## src/hdl/ntsc_safe_color_limiter_defines.svh

```systemverilog
// Assertion macros used by the color limiter top level.
`ifndef NTSC_SAFE_COLOR_LIMITER_DEFINES_SVH
`define NTSC_SAFE_COLOR_LIMITER_DEFINES_SVH

// Same-cycle implication, checked outside reset.
`define NSCL_ASSERT_NOW(lbl, ante, cons, msg) \
  lbl: assert property (@(posedge clk_i) disable iff (!rst_ni) (ante) |-> (cons)) \
    else $error(msg);

// Next-cycle implication, checked outside reset.
`define NSCL_ASSERT_NEXT(lbl, ante, cons, msg) \
  lbl: assert property (@(posedge clk_i) disable iff (!rst_ni) (ante) |=> (cons)) \
    else $error(msg);

`endif

```

## src/hdl/nscl_pkg.sv

```systemverilog
// Shared types, constants and helpers of the composite-safe color limiter.
package nscl_pkg;

  localparam int FRAC_BITS   = 14;
  localparam int ONE         = 1 << FRAC_BITS;
  localparam int SQRT_STAGES = 17;
  localparam int DIV_STAGES  = 17;

  localparam logic CFG_IDX_EXC = 1'b0;
  localparam logic CFG_IDX_EPS = 1'b1;

  // Luma and chroma rotation coefficients, scaled by 2^16.
  localparam logic signed [18:0] C_YR = 19'sd19595;
  localparam logic signed [18:0] C_YG = 19'sd38470;
  localparam logic signed [18:0] C_YB = 19'sd7471;
  localparam logic signed [18:0] C_IR = 19'sd48203;
  localparam logic signed [18:0] C_IB = 19'sd17561;
  localparam logic signed [18:0] C_QR = 19'sd31303;
  localparam logic signed [18:0] C_QB = 19'sd27042;
  localparam logic signed [18:0] C_RI = 19'sd62652;
  localparam logic signed [18:0] C_RQ = 19'sd40632;
  localparam logic signed [18:0] C_GI = 19'sd17826;
  localparam logic signed [18:0] C_GQ = 19'sd42402;
  localparam logic signed [18:0] C_BI = 19'sd72614;
  localparam logic signed [18:0] C_BQ = 19'sd111739;

  typedef struct packed {
    logic signed [15:0] r;
    logic signed [15:0] g;
    logic signed [15:0] b;
  } rgb_t;

  typedef struct packed {
    rgb_t               pix;
    logic signed [16:0] y;
    logic signed [17:0] ci;
    logic signed [17:0] cq;
    logic [16:0]        c;
    logic [15:0]        target;
    logic signed [15:0] composite;
    logic               fix;
  } mid_t;

  typedef struct packed {
    logic full;
    logic empty;
  } q_stat_t;

  function automatic logic signed [15:0] sat16(input logic signed [21:0] v);
    logic signed [15:0] res;
    if (v > 22'sd32767) begin
      res = 16'sh7fff;
    end else if (v < -22'sd32768) begin
      res = 16'sh8000;
    end else begin
      res = v[15:0];
    end
    return res;
  endfunction

endpackage

```

## src/hdl/nscl_queue.sv

```systemverilog
// Two-word queue that decouples the front and back pipelines.
module nscl_queue (
  input  logic             clk_i,
  input  logic             rst_ni,
  input  logic             push_i,
  input  nscl_pkg::mid_t   data_i,
  input  logic             pop_i,
  output nscl_pkg::mid_t   data_o,
  output nscl_pkg::q_stat_t stat_o
);
  import nscl_pkg::*;

  mid_t       mem_q [2];
  logic       wp_q, rp_q;
  logic [1:0] cnt_q;

  assign data_o       = mem_q[rp_q];
  assign stat_o.full  = (cnt_q == 2'd2);
  assign stat_o.empty = (cnt_q == 2'd0);

  always_ff @(posedge clk_i or negedge rst_ni) begin
    if (!rst_ni) begin
      wp_q  <= 1'b0;
      rp_q  <= 1'b0;
      cnt_q <= 2'd0;
    end else begin
      if (push_i) begin
        wp_q <= ~wp_q;
      end
      if (pop_i) begin
        rp_q <= ~rp_q;
      end
      cnt_q <= cnt_q + 2'(push_i) - 2'(pop_i);
    end
  end

  always_ff @(posedge clk_i) begin
    if (push_i) begin
      mem_q[wp_q] <= data_i;
    end
  end

endmodule

```

## config.mk

```make
export PLATFORM = sky130hd
export DESIGN_NAME = nscl_queue
export DESIGN_NICKNAME = d
export VERILOG_FILES = /design/src/hdl/ntsc_safe_color_limiter_defines.svh /design/src/hdl/nscl_pkg.sv /design/src/hdl/nscl_queue.sv
export SDC_FILE = /design/constraint.sdc
export NUM_CORES = 1
export LEC_CHECK = 0
export BUFFER_PORTS_ARGS = -buffer_cell sky130_fd_sc_hd__buf_2
export CORE_MARGIN = 4
export CORE_UTILIZATION = 34
export CTS_BUF_LIST = sky130_fd_sc_hd__clkbuf_8 sky130_fd_sc_hd__clkbuf_16
export DETAILED_ROUTE_END_ITERATION = 12
export PLACE_DENSITY = 0.58
export SKIP_LAST_GASP = 1
export SLEW_MARGIN = 20
export SYNTH_ARGS = -nofsm -noshare
export SYNTH_HDL_FRONTEND = slang
export SYNTH_SLANG_ARGS = --single-unit
```

## constraint.sdc

```tcl
create_clock -name clk_i -period 9.81 [get_ports clk_i]
set_input_delay 0.981 -clock clk_i [delete_from_list [all_inputs] [get_ports clk_i]]
set_output_delay 0.981 -clock clk_i [all_outputs]
set_load 0.02 [all_outputs]
```

==> key figures <==
Outcome
  – Status: finished clean

Worst setup path
  – Worst reg2reg startpoint: wp_q
  – CP max-delay cell: dfrtp_4
  – WP buf/inv: 2
  – Crit. End Element: output pin
  – CP startpoint kind: flip-flop
  – Worst reg-to-reg path cell count: 2
  – Kind of critical path: reg -> out
  – Max incr delay on CP: 0.92 ns
  – Crit path DAT: 2.92 ns
  – Crit path max fanout: 57
  – Reg2reg setup slack: 7.58 ns
  – Cell Chain, Critical Path: buf_4 > mux2_2 > buf_2
  – Crit path required time: 8.83 ns
  – Top delay family on crit path: buffers and inverters
  – Worst R2R End: mem_q[1][80]

Placement
  – Setup WS pre-CTS: 6.34 ns
  – Port-buffer cells: 307
  – Placer Congestion: 0.719
  – Placed Area: 0.0134 mm2
  – Inst Count DP: 1222
  – HPWL after detailed placement: 15.0 mm

Routing
  – Drt wl/cell: 18.0 um
  – First drt pass iteration count: 4
  – Residual DRC count: 0
  – Starting DRC count in detailed routing: 240
  – Overall routed net length: 23.1 mm
  – Vias after detailed routing: 5612
  – Via density: 4.37
  – Antenna viol nets, final: 0

Power
  – Power Density: 305 mW/mm2
  – Power Total: 4.41 mW
  – Leak pwr: 5.65 nW
  – Max rail drop VDD: 0.315 mV

Finish
  – Layout cell share with drive strength beyond 1: 60.5%
  – Most frequent cells in the layout: buf_2 (307), edfxtp_1 (302), mux2_4 (80), mux2_2 (71), clkbuf_16 (35)
  – Final non-filler cell total: 1283
  – Nets: 973
  – Layout area overhead: 26.6%
  – Final core utilization: 44.0%
  – Design area: 0.0145 mm2
  – Most common cell after layout, fill and taps aside: buf_2

Synth
  – Area contributors post-synth: edfxtp_1 (79%), mux2_4 (11%), mux2_2 (7.0%), buf_6 (0.99%), dfrtp_1 (0.88%)
  – Largest area contributor in the netlist: edfxtp_1
  – FF+latch count, synth: 306
  – Synth Instances: 485
  – Syn_nets: 642
  – Mapped Area: 0.0114 mm2
  – Yosys cell types: 13
  – Sequential share of the synthesized area: 80.3%
  – Yosys warns: 0
  – Yosys top cell area share: 79.5%
  – Syn avg cell area: 23.5 um2

Clock tree
  – CTS sink count: 306
  – Total CTS buffers: 34
  – Root Buffer: clkbuf_16
  – CTS tree: built
  – Hold-fix buffers, CTS: 0
  – Clock tree buffer depth: 3
  – Worst-path clk slew: 0.06 ns
  – Setup Buffers After CTS: 0
  – Worst skew pair latency: 0.50 ns
  – H-tree depth: 2
  – # resized after CTS: 0

Floorplan
  – DIE HEIGHT: 191 um
  – Boundary Pins: 308
  – # rows: 66
  – Die area: 0.0366 mm2
  – Core Area: 0.0329 mm2
  – Starting Density: 34.7%
  – Die width: 191 um

Timing
  – Final hold slack: 0.283 ns
  – Clk_skew: 0.0114 ns
  – Slew Limit Fails: 0
  – Max Fclk: 256 MHz
  – Setup TNS: 0 ns
  – Hold Fails Final Rpt: 0
  – Unrepaired setup endpoints after global routing: false
  – Max transition margin: 35.3%
  – Minimum clock period: 3.90 ns
  – Slew @ Worst Pin: 0.971 ns
  – Final setup fails: 0
  – Final period util: 39.8%
  – Final worst slack: 5.91 ns

GRT
  – All-Layer GR Usage: 12.1%
  – Initial antenna violation count: 5
  – First-pass GRT wire length: 34.1 mm
  – Largest net degree at the start of global routing: 152
  – Total grt overflow: 0
  – Vias in the first global route: 5945

Hold path
  – Worst Hold Class: in -> async

Job
  – Max-Cap Viols: 0
cells in the mapped netlist:
library cell / n
and2_1: 1
mux2_2: 71
buf_6: 10
dfrtp_1: 4
inv_1: 2
mux2_4: 80
xor2_1: 2
buf_2: 7
nor2b_1: 2
xor3_1: 1
ha_1: 2
nor2_1: 1
edfxtp_1: 302
registers in the layout, indices dropped and copies added, names as in the netlist:
| signal | flops |
|---|---|
| wp_q | 1 |
| cnt_q | 2 |
| mem_q | 302 |
| rp_q | 1 |
worst max path at each step:
stage / depth (start not counted) / to / slack (ns) / startpoint
2_1_floorplan: 1 / mem_q[0][0] / 1.62 / push_i
3_3_place_gp: 3 / data_o[3] / 6.32 / rp_q
3_5_place_dp: 3 / data_o[57] / 6.34 / rp_q
4_1_cts: 3 / data_o[57] / 5.79 / rp_q
5_1_grt: 3 / data_o[51] / 5.73 / rp_q
6_report: 3 / data_o[51] / 5.91 / rp_q
cell type report:
type | instances | area [um2]
clock buffer | 35 | 876
sequential | 306 | 9170
multi-input combinational | 160 | 2100
inverter | 2 | 7.51
antenna | 3 | 7.51
tap | 442 | 553
fill | 2973 | 18400
clock inverter | 23 | 148
timing repair buffer | 312 | 1590
power breakdown:
group	internal, mW	switching [mW]	leakage, nW
combinational	0.598	0.818	2.24
sequential	1.74	0.0985	2.88
clock	0.694	0.464	0.533
kinds of logic after synthesis:
kind of cell / synth area share (%)
muxes: 17.5
and+or+nand+nor: 0.197
buffers and inverters: 1.36
xor gates and xnor gates: 0.362
adders and majority gates: 0.219
DFF: 80.3
metal layers:
layer	GRT usage [%]	part of all wire, %	vias up
met5	0	0.12	-
met4	4.03	2.3	4
met3	4.69	9.7	43
met2	19.4	47	219
met1	14.9	41	2739
li1	-	-	2607
No activity file was read; power rests on OpenSTA's default activity.
